[src/design/jkse_pkg.sv]
// Package for the JSON key string extractor.
// Holds payload structs, the token passed from front to back, and byte constants.
// No dependencies.
`default_nettype none
package jkse_pkg;

    localparam int KEY_MAX_BYTES = 16;
    localparam int CFG_DATA_W    = 64;
    localparam int CFG_INDEX_W   = 2;
    localparam int KEY_LEN_W     = 5;
    localparam int QUEUE_DEPTH   = 4;
    localparam int QUEUE_PTR_W   = $clog2(QUEUE_DEPTH);
    localparam int QUEUE_CNT_W   = $clog2(QUEUE_DEPTH + 1);

    localparam logic [CFG_INDEX_W-1:0] CFG_KEY_LOW  = 2'd0;
    localparam logic [CFG_INDEX_W-1:0] CFG_KEY_HIGH = 2'd1;
    localparam logic [CFG_INDEX_W-1:0] CFG_KEY_LEN  = 2'd2;

    localparam logic [7:0] CH_QUOTE     = 8'h22;
    localparam logic [7:0] CH_BACKSLASH = 8'h5C;
    localparam logic [7:0] CH_N         = 8'h6E;
    localparam logic [7:0] CH_T         = 8'h74;
    localparam logic [7:0] CH_R         = 8'h72;
    localparam logic [7:0] CH_COLON     = 8'h3A;
    localparam logic [7:0] CH_LF        = 8'h0A;
    localparam logic [7:0] CH_TAB       = 8'h09;
    localparam logic [7:0] CH_SPACE     = 8'h20;
    localparam logic [7:0] CH_CR        = 8'h0D;

    localparam logic [1:0] KIND_CHAR    = 2'd0;
    localparam logic [1:0] KIND_DONE    = 2'd1;
    localparam logic [1:0] KIND_ABANDON = 2'd2;

    typedef struct packed {
        logic [7:0] text_byte;
        logic       last_of_text;
    } in_item_t;

    typedef struct packed {
        logic [1:0] kind;
        logic [7:0] value_byte;
    } out_item_t;

    typedef enum logic [1:0] {
        TOK_CHAR,
        TOK_ESC,
        TOK_DONE,
        TOK_ABANDON
    } tok_class_t;

    typedef struct packed {
        tok_class_t cls;
        logic [7:0] data;
    } token_t;

endpackage
`default_nettype wire

[src/design/json_key_string_extractor.sv]
// JSON key string extractor, top level: front end, token queue, back end.
// Tokens pass the token queue register, then the result register. Throughput: one byte
// per cycle while the token queue is not full; the four-entry queue and the result
// register absorb output stalls. Reset (rst_n low) clears key registers, phase, match
// count, queue and result valid flag at once; no clearing pass. Depends on jkse_pkg.
`default_nettype none
module json_key_string_extractor (
    input  wire logic                             clk,
    input  wire logic                             rst_n,
    input  wire logic                             cfg_write,
    input  wire logic [jkse_pkg::CFG_INDEX_W-1:0] cfg_index,
    input  wire logic [jkse_pkg::CFG_DATA_W-1:0]  cfg_data,
    input  wire logic                             push,
    output logic                                  full,
    input  wire jkse_pkg::in_item_t               item,
    output logic                                  empty,
    input  wire logic                             pop,
    output jkse_pkg::out_item_t                   result
);
    import jkse_pkg::*;

    logic   accept;
    logic   tok_valid;
    token_t tok;
    logic   q_not_empty;
    token_t q_head;
    logic   q_take;

    assign accept = push && !full;

    jkse_front u_front (
        .clk       (clk),
        .rst_n     (rst_n),
        .cfg_write (cfg_write),
        .cfg_index (cfg_index),
        .cfg_data  (cfg_data),
        .accept    (accept),
        .item      (item),
        .tok_valid (tok_valid),
        .tok       (tok)
    );

    jkse_queue u_queue (
        .clk       (clk),
        .rst_n     (rst_n),
        .push      (tok_valid),
        .push_tok  (tok),
        .full      (full),
        .pop       (q_take),
        .not_empty (q_not_empty),
        .head_tok  (q_head)
    );

    jkse_back u_back (
        .clk       (clk),
        .rst_n     (rst_n),
        .tok_ready (q_not_empty),
        .tok       (q_head),
        .tok_take  (q_take),
        .empty     (empty),
        .pop       (pop),
        .result    (result)
    );

endmodule
`default_nettype wire

[src/design/jkse_front.sv]
// Front end of the JSON key string extractor: key registers, key match and phase tracking.
// Classifies each accepted byte into at most one token for the back end.
// Depends on jkse_pkg.
`default_nettype none
module jkse_front (
    input  wire logic                            clk,
    input  wire logic                            rst_n,
    input  wire logic                            cfg_write,
    input  wire logic [jkse_pkg::CFG_INDEX_W-1:0] cfg_index,
    input  wire logic [jkse_pkg::CFG_DATA_W-1:0]  cfg_data,
    input  wire logic                            accept,
    input  wire jkse_pkg::in_item_t               item,
    output logic                                 tok_valid,
    output jkse_pkg::token_t                     tok
);
    import jkse_pkg::*;

    typedef enum logic [2:0] {
        PH_SEARCH,
        PH_COLON,
        PH_SPACE,
        PH_VALUE,
        PH_ESCAPE
    } phase_t;

    phase_t                 phase_reg, phase_next;
    logic [KEY_LEN_W-1:0]   match_reg, match_next;
    logic [63:0]            key_low_reg;
    logic [63:0]            key_high_reg;
    logic [KEY_LEN_W-1:0]   key_len_reg;

    logic [KEY_LEN_W-1:0]   len_used;
    logic [KEY_LEN_W-1:0]   m_cur;
    logic [KEY_LEN_W-1:0]   m_inc;
    logic [KEY_LEN_W-1:0]   m_sel;
    logic [127:0]           key_all;
    logic [7:0]             needle;
    logic [7:0]             b;
    logic                   is_space;
    logic                   emit;
    token_t                 tok_c;

    assign len_used = (key_len_reg > KEY_LEN_W'(KEY_MAX_BYTES)) ?
                      KEY_LEN_W'(KEY_MAX_BYTES) : key_len_reg;
    assign m_cur    = (match_reg > len_used + KEY_LEN_W'(1)) ? '0 : match_reg;
    assign m_inc    = m_cur + KEY_LEN_W'(1);
    assign m_sel    = m_cur - KEY_LEN_W'(1);
    assign key_all  = {key_high_reg, key_low_reg};
    assign needle   = (m_cur == '0 || m_cur == len_used + KEY_LEN_W'(1)) ?
                      CH_QUOTE : key_all[m_sel[3:0]*8 +: 8];
    assign b        = item.text_byte;
    assign is_space = (b == CH_SPACE) || (b >= CH_TAB && b <= CH_CR);

    always_comb
    begin
        phase_next = phase_reg;
        match_next = match_reg;
        emit       = 1'b0;
        tok_c.cls  = TOK_CHAR;
        tok_c.data = b;
        case (phase_reg)
            PH_SEARCH:
            begin
                if (b == needle)
                begin
                    if (m_inc == len_used + KEY_LEN_W'(2))
                    begin
                        phase_next = PH_COLON;
                        match_next = '0;
                    end
                    else
                    begin
                        match_next = m_inc;
                    end
                end
                else
                begin
                    match_next = (b == CH_QUOTE) ? KEY_LEN_W'(1) : '0;
                end
            end
            PH_COLON:
            begin
                if (b == CH_COLON)
                    phase_next = PH_SPACE;
            end
            PH_SPACE:
            begin
                if (!is_space)
                begin
                    phase_next = (b == CH_QUOTE) ? PH_VALUE : PH_SEARCH;
                    match_next = '0;
                end
            end
            PH_VALUE:
            begin
                if (b == CH_BACKSLASH)
                begin
                    phase_next = PH_ESCAPE;
                end
                else if (b == CH_QUOTE)
                begin
                    emit       = 1'b1;
                    tok_c.cls  = TOK_DONE;
                    phase_next = PH_SEARCH;
                    match_next = '0;
                end
                else
                begin
                    emit = 1'b1;
                end
            end
            PH_ESCAPE:
            begin
                phase_next = PH_VALUE;
                if (b != CH_R)
                begin
                    emit      = 1'b1;
                    tok_c.cls = TOK_ESC;
                end
            end
            default:
            begin
                phase_next = PH_SEARCH;
                match_next = '0;
            end
        endcase

        // end of text: abandon an open value, return to search
        if (item.last_of_text)
        begin
            if (phase_next == PH_VALUE || phase_next == PH_ESCAPE)
            begin
                emit      = 1'b1;
                tok_c.cls = TOK_ABANDON;
            end
            phase_next = PH_SEARCH;
            match_next = '0;
        end
    end

    assign tok_valid = accept && emit;
    assign tok       = tok_c;

    always_ff @(posedge clk or negedge rst_n)
    begin
        if (!rst_n)
        begin
            phase_reg    <= PH_SEARCH;
            match_reg    <= '0;
            key_low_reg  <= '0;
            key_high_reg <= '0;
            key_len_reg  <= '0;
        end
        else
        begin
            if (accept)
            begin
                phase_reg <= phase_next;
                match_reg <= match_next;
            end
            if (cfg_write)
            begin
                case (cfg_index)
                    CFG_KEY_LOW:  key_low_reg  <= cfg_data;
                    CFG_KEY_HIGH: key_high_reg <= cfg_data;
                    CFG_KEY_LEN:  key_len_reg  <= cfg_data[KEY_LEN_W-1:0];
                    default:      ;
                endcase
            end
        end
    end

endmodule
`default_nettype wire

[src/design/jkse_queue.sv]
// Token queue between the front and back ends of the JSON key string extractor.
// Small register FIFO with a show-ahead head entry.
// Depends on jkse_pkg.
`default_nettype none
module jkse_queue (
    input  wire logic             clk,
    input  wire logic             rst_n,
    input  wire logic             push,
    input  wire jkse_pkg::token_t push_tok,
    output logic                  full,
    input  wire logic             pop,
    output logic                  not_empty,
    output jkse_pkg::token_t      head_tok
);
    import jkse_pkg::*;

    token_t                 slot_reg [QUEUE_DEPTH];
    logic [QUEUE_PTR_W-1:0] wr_reg, wr_next;
    logic [QUEUE_PTR_W-1:0] rd_reg, rd_next;
    logic [QUEUE_CNT_W-1:0] cnt_reg, cnt_next;
    logic                   do_push;
    logic                   do_pop;

    assign full      = (cnt_reg == QUEUE_CNT_W'(QUEUE_DEPTH));
    assign not_empty = (cnt_reg != '0);
    assign head_tok  = slot_reg[rd_reg];
    assign do_push   = push && !full;
    assign do_pop    = pop && not_empty;
    assign wr_next   = do_push ? wr_reg + QUEUE_PTR_W'(1) : wr_reg;
    assign rd_next   = do_pop ? rd_reg + QUEUE_PTR_W'(1) : rd_reg;
    assign cnt_next  = cnt_reg + QUEUE_CNT_W'(do_push) - QUEUE_CNT_W'(do_pop);

    always_ff @(posedge clk or negedge rst_n)
    begin
        if (!rst_n)
        begin
            wr_reg  <= '0;
            rd_reg  <= '0;
            cnt_reg <= '0;
        end
        else
        begin
            wr_reg  <= wr_next;
            rd_reg  <= rd_next;
            cnt_reg <= cnt_next;
        end
    end

    always_ff @(posedge clk)
    begin
        if (do_push)
            slot_reg[wr_reg] <= push_tok;
    end

endmodule
`default_nettype wire

[src/design/jkse_back.sv]
// Back end of the JSON key string extractor: escape decode and result register.
// Drains tokens from the queue and presents one result at a time.
// Depends on jkse_pkg.
`default_nettype none
module jkse_back (
    input  wire logic             clk,
    input  wire logic             rst_n,
    input  wire logic             tok_ready,
    input  wire jkse_pkg::token_t tok,
    output logic                  tok_take,
    output logic                  empty,
    input  wire logic             pop,
    output jkse_pkg::out_item_t   result
);
    import jkse_pkg::*;

    out_item_t res_reg, res_next;
    logic      valid_reg;

    always_comb
    begin
        res_next.kind       = KIND_CHAR;
        res_next.value_byte = tok.data;
        case (tok.cls)
            TOK_CHAR: ;
            TOK_ESC:
            begin
                if (tok.data == CH_N)
                    res_next.value_byte = CH_LF;
                else if (tok.data == CH_T)
                    res_next.value_byte = CH_TAB;
            end
            TOK_DONE:
            begin
                res_next.kind       = KIND_DONE;
                res_next.value_byte = '0;
            end
            TOK_ABANDON:
            begin
                res_next.kind       = KIND_ABANDON;
                res_next.value_byte = '0;
            end
            default: ;
        endcase
    end

    assign tok_take = tok_ready && (!valid_reg || pop);
    assign empty    = !valid_reg;
    assign result   = res_reg;

    always_ff @(posedge clk or negedge rst_n)
    begin
        if (!rst_n)
            valid_reg <= 1'b0;
        else if (tok_take)
            valid_reg <= 1'b1;
        else if (pop)
            valid_reg <= 1'b0;
    end

    always_ff @(posedge clk)
    begin
        if (tok_take)
            res_reg <= res_next;
    end

endmodule
`default_nettype wire

[config.mk]
export PLATFORM = sky130hd
export DESIGN_NAME = json_key_string_extractor
export DESIGN_NICKNAME = d
export VERILOG_FILES = /design/src/design/jkse_pkg.sv /design/src/design/json_key_string_extractor.sv /design/src/design/jkse_front.sv /design/src/design/jkse_queue.sv /design/src/design/jkse_back.sv
export SDC_FILE = /design/constraint.sdc
export NUM_CORES = 1
export LEC_CHECK = 0
export CORE_UTILIZATION = 64
export CTS_CLUSTER_SIZE = 24
export DETAILED_ROUTE_END_ITERATION = 8
export DONT_BUFFER_PORTS = 1
export PLACE_DENSITY = 0.8
export SLEW_MARGIN = 20
export SYNTH_ARGS = -nofsm -noshare
export SYNTH_HDL_FRONTEND = slang
export SYNTH_SLANG_ARGS = --single-unit
[constraint.sdc]
create_clock -name clk -period 13.34 [get_ports clk]
set_input_delay 3.335 -clock clk [delete_from_list [all_inputs] [get_ports clk]]
set_output_delay 3.335 -clock clk [all_outputs]
set_load 0.05 [all_outputs]
# Yosys cells after proc, flatten, opt, wreduce, memory -nomap -nowiden
# Memory sizes are Yosys's and may differ from the RTL's.
# Cells that the tools add are included.
[word_totals]
ff_bits = 159
mem_bits_rw = 40
in_bits = 80
out_inout_bits = 12
wordCells = 113
memories = 1
[classes]
add_sub_neg = 8
n_lt_le_gt_ge = 4
eq_ne = 26
shifts = 1
mux = 39
n_reduce_logical = 23
[memory_table]
columns = ["memory", "words", "word_bits", "read_ports", "rd_clocked_by_memory_dff", "wr", "line", "rtl"]
rows = [
  ["u_queue.slot_reg", 4, 10, 1, 0, 1, "jkse_queue.sv:17", "token_t slot_reg [QUEUE_DEPTH];"],
]
[ops]
columns = ["op", "count"]
rows = [
  ["variable part select 128 x 8 -> 8 bit", 1],
  ["two-way mux 5 bit", 8],
  ["== test 8 x 6 -> 1 bit, second input constant", 3],
  ["== test 8 x 7 -> 1 bit, second input constant", 3],
  ["two-way mux 8 bit", 3],
  ["two-way mux 3 bit", 7],
  ["one-hot mux 5 bit (4 select lines)", 1],
  ["one-hot mux 8 bit (2 select lines)", 1],
  ["one-hot mux 3 bit (5 select lines)", 1],
  ["adder 5 x 1 -> 5 bit, second input constant", 2],
  ["== test 5 bit", 2],
  ["two-way mux 1 bit", 10],
  ["two-way mux 2 bit", 5],
  ["== test 3 x 2 -> 1 bit, second input constant", 3],
  ["== test 3 bit, second input constant", 3],
  ["== test 8 bit", 1],
  ["greater-or-equal comparator 8 x 4 -> 1 bit, second input constant", 1],
  ["<= comparator 8 x 4 -> 1 bit, second input constant", 1],
  ["!= test 8 x 7 -> 1 bit, second input constant", 1],
  ["one-hot mux 2 bit (2 select lines)", 2],
  ["== test 2 bit, second input constant", 3],
  ["logical AND 1 bit", 6],
  ["!= test 3 bit, second input constant", 2],
  ["AND reduction 2 bit", 3],
  ["21 further kinds", 28],
]

# Longest topological paths before layout
[depth]
ltp_word = 19
ltp_mapped = 29
mapped_depth_nobuf = 24

# By module
# Synthesis repeated with hierarchy kept, for this count alone.
[unflattened]
hier_cells = 721
area_unflattened_um2 = 10045.9
[by_module_without_submodules]
columns = ["module", "n_inst", "cells_per_inst", "area_per_inst_um2", "seq_area_each_um2"]
rows = [
  ["jkse_front", 1, 592, 7617.3, 3528.4],
  ["jkse_queue", 1, 92, 1918.1, 1376.3],
  ["jkse_back", 1, 36, 496.7, 325.3],
  ["json_key_string_extractor", 1, 1, 13.8, 0.0],
]

# Worst setup path after synthesis
# No wires, ideal clock.
[synth_path]
path_type = "register to register"
start = "reg u_front.key_len_reg[4]"
end = "reg u_queue.cnt_reg[2]"
setup_ns = 0.123
arrival_ns = 5.828
required_time_ns = 13.217
slack_ns = 7.390
stages_incl_launch_ff = 29
n_path_buf = 8
synth_period_minus_slack_ns = 5.950
cell_sequence = "dfrtp_1 -> clkbuf_1 -> inv_1 -> nand2_1 -> inv_1 -> ha_1 -> clkbuf_1 -> xnor2_1 -> ha_1 -> nor2_1 -> a211oi_4 -> o22ai_2 -> buf_6 -> buf_12 -> buf_12 -> ha_1 -> clkbuf_1 -> clkbuf_1 -> clkbuf_1 -> mux4_2 -> a22oi_1 -> nand2_1 -> and4_1 -> o311a_2 -> a31oi_4 -> a211oi_4 -> ha_1 -> fa_1 -> xnor2_1"
[synth_between]
elab_chain_len = 19
word_cells_on_any_way = 27
classes_between = "add/sub (6); order compare (2); eq/ne (5); shift (1); mux (8); reduce/logical (5)"
[synth_rtl]
columns = ["element", "line", "rtl"]
rows = [
  ["start, declared", "jkse_front.sv:30", "logic [KEY_LEN_W-1:0] key_len_reg;"],
  ["start signal, assigned", "jkse_front.sv:166", "CFG_KEY_LEN: key_len_reg <= cfg_data[KEY_LEN_W-1:0];"],
  ["greater-than comparator 5 bit", "jkse_front.sv:43", "assign len_used = (key_len_reg > KEY_LEN_W'(KEY_MAX_BYTES)) ?"],
  ["two-way mux 5 bit (*)", "jkse_front.sv:43", ""],
  ["adder 5 x 1 -> 5 bit", "jkse_front.sv:45, jkse_front.sv:49", ""],
  ["greater-than comparator 5 bit", "jkse_front.sv:45", "assign m_cur = (match_reg > len_used + KEY_LEN_W'(1)) ? '0 : match_reg;"],
  ["two-way mux 5 bit", "jkse_front.sv:45", ""],
  ["subtractor 4 x 1 -> 4 bit, or another cell as far along", "jkse_front.sv:47", "assign m_sel = m_cur - KEY_LEN_W'(1);"],
  ["variable part select 128 x 8 -> 8 bit or logical OR 1 bit (tied branches)", "jkse_front.sv:50, jkse_front.sv:49", ""],
  ["two-way mux 8 bit", "jkse_front.sv:49", "assign needle = (m_cur == '0 || m_cur == len_used + KEY_LEN_W'(1)) ?"],
  ["[5 not listed]", "-", ""],
  ["two-way mux 1 bit (*)", "jkse_front.sv:131", "if (phase_next == PH_VALUE || phase_next == PH_ESCAPE)"],
  ["two-way mux 1 bit (*)", "jkse_front.sv:129", "if (item.last_of_text)"],
  ["logical AND 1 bit (*)", "jkse_front.sv:141", "assign tok_valid = accept && emit;"],
  ["logical AND 1 bit (*)", "jkse_queue.sv:27", "assign do_push = push && !full;"],
  ["via u_queue.do_push", "jkse_queue.sv:21", "logic do_push;"],
  ["adder 3 x 1 -> 3 bit (*)", "jkse_queue.sv:31", "assign cnt_next = cnt_reg + QUEUE_CNT_W'(do_push) - QUEUE_CNT_W'(do_pop);"],
  ["subtractor 3 x 1 -> 3 bit (*)", "jkse_queue.sv:31", ""],
  ["via u_queue.cnt_next[2]", "jkse_queue.sv:20", "logic [QUEUE_CNT_W-1:0] cnt_reg, cnt_next;"],
  ["end signal, assigned", "jkse_queue.sv:45", "cnt_reg <= cnt_next;"],
  ["end, declared", "jkse_queue.sv:20", ""],
]
# The timed path passes the listed nets; every way through them passes the cells marked *.
# A chain may end at the register's enable or synchronous reset.

# Final worst setup path
[layout_path]
start = "reg u_front.key_len_reg[4]"
end = "mem u_queue.slot_reg[3][5] in the netlist's numbering (enable)"
[layout_between]
elab_chain_len = 19
word_cells_on_any_way = 27
classes_between = "add/sub (4); order compare (2); eq/ne (5); shift (1); mux (10); reduce/logical (5)"
[layout_rtl]
columns = ["element", "line", "rtl"]
rows = [
  ["greater-than comparator 5 bit", "jkse_front.sv:43", ""],
  ["two-way mux 5 bit (*)", "jkse_front.sv:43", ""],
  ["adder 5 x 1 -> 5 bit", "jkse_front.sv:45, jkse_front.sv:49", ""],
  ["greater-than comparator 5 bit", "jkse_front.sv:45", ""],
  ["two-way mux 5 bit", "jkse_front.sv:45", ""],
  ["subtractor 4 x 1 -> 4 bit, or another cell as far along", "jkse_front.sv:47", ""],
  ["variable part select 128 x 8 -> 8 bit or logical OR 1 bit (tied branches)", "jkse_front.sv:50, jkse_front.sv:49", ""],
  ["two-way mux 8 bit", "jkse_front.sv:49", ""],
  ["[4 not listed]", "-", ""],
  ["logical OR 1 bit (*)", "jkse_front.sv:131", ""],
  ["two-way mux 1 bit (*)", "jkse_front.sv:131", ""],
  ["two-way mux 1 bit (*)", "jkse_front.sv:129", ""],
  ["logical AND 1 bit (*)", "jkse_front.sv:141", ""],
  ["logical AND 1 bit (*)", "jkse_queue.sv:27", ""],
  ["via u_queue.do_push", "jkse_queue.sv:21", ""],
  ["two-way mux 1 bit (*)", "jkse_queue.sv:51", "if (do_push)"],
  ["two-way mux 1 bit (implied by the code) (*)", "jkse_queue.sv:52", "slot_reg[wr_reg] <= push_tok;"],
  ["end, declared", "jkse_queue.sv:17", ""],
]
# Marked as above.

==> flow_metrics.py <==
metrics = {
    "sta": {
        "setup_viol": 0,
        "final_max_slew_viol_count": 0,
        "max_freq_mhz": 147.1,
        "rsz0062_at_grt": "false",
        "setup_tns_ns": 0,
        "fin_skew_ns": 0.009085,
        "tightest_slew_ns": 0.8681,
        "relSlewSlack": 0.4213,
        "hold_viol": 0,
        "finalCritPeriodShare": 0.5097,
        "layout_setup_ws_ns": 6.541,
        "fin_crit_ns": 6.799,
    },
    "routing": {
        "first_pass_iters": 5,
        "routed_wl_um": 20540,
        "vias": 5977,
        "wl_per_cell_um": 23.08,
        "drc": 0,
        "via_per_inst": 6.716,
        "ant_nets": 0,
        "drt_iter0_drc": 573,
    },
    "hold_path": {
        "hp-class": "reg2reg",
        "holdPathStages": 1,
        "worstHoldEndpoint": "u_front.key_high_reg[60]",
        "min_from": "u_front.key_high_reg[60]",
    },
    "placement": {
        "post-place-ws_ns": 6.707,
        "dpl.hpwl_um": 14090,
        "placed_cell_area_um2": 9922,
        "port-buffer-count": 0,
        "gp_congestion": 0.8631,
    },
    "setup_path": {
        "crit_path_start_kind": "flop",
        "cp_max_fo": 29,
        "end_kind": "flop",
        "critPathKind": "reg2reg",
        "r2r_slack_ns": 6.54,
        "r2r_end": "u_queue.slot_reg[3][5]",
        "ff2ff_path_depth": 23,
        "reg2reg_from": "u_front.key_len_reg[4]",
        "worstPathRequired_ns": 13.42,
        "arrival_ns": 6.88,
    },
    "cells_and_area": {
        "fillers": 964,
        "diodes": 0,
        "final_util": 0.7148,
        "final_layout_size_suffix_gt1_frac": 0.3045,
        "stdcell_area_um2": 10550,
        "finalNetCount": 790,
        "area_growth_pct": 7.144,
    },
    "die": {
        "die_x_um": 126.0,
        "row_count": 44,
        "dieArea_um2": 15880,
        "dieHeight_um": 126.0,
        "core_um2": 14750,
        "initial_core_util": 0.6671,
        "ios": 92,
    },
    "cts": {
        "holdBufCountCts": 0,
        "clk_pin_slew_ns": 0.07,
        "ctsResizeCount": 0,
        "root_buffer": "clkbuf_16",
        "cts_buffer_depth": 2,
        "cts_tree": "done",
        "postCtsSetupRepairBufs": 0,
        "clk_latency_ns": 0.44,
        "cts_made_buffers": 17,
        "cts-htree-levels": 4,
        "clock-sinks": 199,
    },
    "grt": {
        "grt_pass1_vias": 6208,
        "antenna_found_initial": 0,
        "grt_start_max_net_pins": 150,
        "grt_pass1_wl_um": 33640,
        "overflow": 0,
        "grt.total_usage": 0.2799,
    },
    "outcome": {
        "status": "finished, final reports clean",
    },
    "flow_run": {
        "cap_violations": 0,
    },
    "power_and_ir_drop": {
        "power_density_nw_per_um2": 157.2,
        "ir_drop_uv": 134.4,
        "p_int_mw": 1.183,
        "p_sw_mw": 0.4755,
        "p_leak_nw": 4.101,
        "clkPwrFrac": 0.324,
        "seqPwrFrac": 0.513,
        "comb_power_share": 0.162,
        "p_sw_frac": 0.2868,
    },
    "logic_synthesis": {
        "ys_seq_area_frac": 0.5313,
        "synth_flop_cell": "dfrtp_1",
        "synth.cell_area_um2": 9843,
        "synth.ff_latch_count": 199,
        "synth.avg_cell_area_um2": 13.86,
        "synth.net_count": 807,
        "synth_warnings": 0,
        "syn_inst": 710,
        "synth_edf_count": 50,
        "async_flop_share": 0.7487,
        "synth_cell_types": 68,
    },
}
[layer usage]
layer / track usage / up-vias / share of wire
met5: 0 / - / 0
li1: - / 2633 / -
met4: 0.1141 / 0 / 0.032
met2: 0.4472 / 222 / 0.49
met3: 0.08114 / 51 / 0.068
met1: 0.3630 / 3071 / 0.41
[cells in the mapped netlist, types with 4 or more instances]
master,n,share of area
nor3_1,12,0.0061
mux4_1,7,0.019
nand2b_1,5,0.0032
nand3b_1,7,0.0053
a22oi_1,7,0.0053
dfrtp_1,149,0.38
nor4b_1,5,0.0044
clkbuf_1,32,0.012
o21a_1,4,0.0031
xor2_1,6,0.0053
nor2b_1,9,0.0057
ha_1,16,0.020
o22ai_1,12,0.0076
inv_1,22,0.0084
nand3_1,9,0.0046
and3_1,4,0.0025
nand2_1,31,0.012
o21ai_0,12,0.0061
and2_1,14,0.0089
xnor2_1,18,0.016
edfxtp_1,50,0.15
mux2_2,135,0.15
a21oi_1,14,0.0071
nor2_1,25,0.0095
mux4_2,32,0.073
nor4_1,4,0.0025
[cell usage in the layout (no fill, tap or decap), types with 4 or more instances in the layout]
cell type	netlist	layout
nor2_1	25	25
ha_1	16	16
clkbuf_16	0	18
xnor2_1	18	18
nor3_1	12	12
mux4_2	32	32
nand2_1	31	31
and2_1	14	14
and3_1	4	4
xor2_1	6	6
nand3_1	9	9
o21ai_0	12	12
nor2b_1	9	9
a21oi_1	14	13
inv_6	0	5
nor4_1	4	4
dfrtp_1	149	149
a22oi_1	7	7
o21a_1	4	4
buf_4	1	5
mux2_2	135	135
mux4_1	7	7
o22ai_1	12	12
inv_1	22	22
nand2b_1	5	5
edfxtp_1	50	50
nand3b_1	7	7
nor4b_1	5	5
[final cells by class]
class,count,area (um^2),share of cell area
Multi-Input combinational cell,448,4345,0.4120
Clock inverter,13,156.4,0.01483
Sequential cell,199,5230,0.4959
Timing Repair Buffer,5,37.54,0.003559
Inverter,22,82.58,0.007830
Clock buffer,19,464.2,0.04401
Tap cell,184,230.2,0.02183
[power by group through the flow]
stage          logic (mW)  registers [mW]  clock network, mW
2_1_floorplan       0.240           0.824                  0
3_3_place_gp        0.255           0.856                  0
3_5_place_dp        0.267           0.861                  0
4_1_cts             0.270           0.851              0.542
5_1_grt             0.292           0.863              0.566
6_report            0.269           0.851              0.538
[cells by family (layout without fill, tap and decap cells)]
| logic type | Yosys count | after routing | synth area share |
|---|---|---|---|
| xor gates and xnor gates | 24 | 24 | 0.02135 |
| buffers and inverters | 63 | 59 | 0.02886 |
| AOI/OAI and AO/OA | 86 | 86 | 0.06521 |
| muxes | 178 | 178 | 0.2509 |
| and+or+nand+nor | 143 | 143 | 0.07995 |
| adders and majority gates | 17 | 17 | 0.02237 |
| DFF | 199 | 199 | 0.5313 |
[metrics by stage]
| step | power, mW | instances | hold WS, ns |
|---|---|---|---|
| finish | 1.658 | 890 | 0.5012 |
| global route | 1.721 | 890 | 0.5126 |
| CTS | 1.663 | 890 | 0.5059 |
| detailed placement | 1.128 | 858 | 0.4896 |
| global placement | 1.111 | 858 | 0.4797 |
| floorplan | 1.064 | 710 | 0.4704 |
[worst max-delay path by stage]
stage | start | end | slack (ns)
6_report | u_front.key_len_reg[4] | u_queue.slot_reg[3][5] | 6.54
5_1_grt | u_front.key_len_reg[4] | u_queue.slot_reg[3][1] | 6.09
4_1_cts | u_front.key_len_reg[4] | u_queue.slot_reg[3][7] | 6.57
2_1_floorplan | u_front.key_len_reg[4] | u_queue.cnt_reg[2] | 7.39
3_3_place_gp | u_front.key_len_reg[4] | u_queue.slot_reg[3][1] | 7.02
3_5_place_dp | u_front.key_len_reg[4] | u_queue.cnt_reg[2] | 6.71
[worst max-delay path: stages, from the launching register on]
cell and delay [ns]:
dfrtp_1 0.51, nor2b_1 0.30, ha_1 0.26, nand2_1 0.10
xnor2_1 0.26, nand2_1 0.10, ha_1 0.29, nand2_1 0.10
a211oi_4 0.33, o21ai_0 0.18, buf_4 0.21, nand2_1 0.12
inv_1 0.06, ha_1 0.68, buf_4 0.44, nand2b_1 0.15
a21oi_1 0.06, nor4_1 0.54, or4_1 0.19, and4_1 0.19
o311a_2 0.25, a31oi_4 0.12, a211oi_4 0.43, and2_1 0.55
Power figures use the tool's default switching activity.
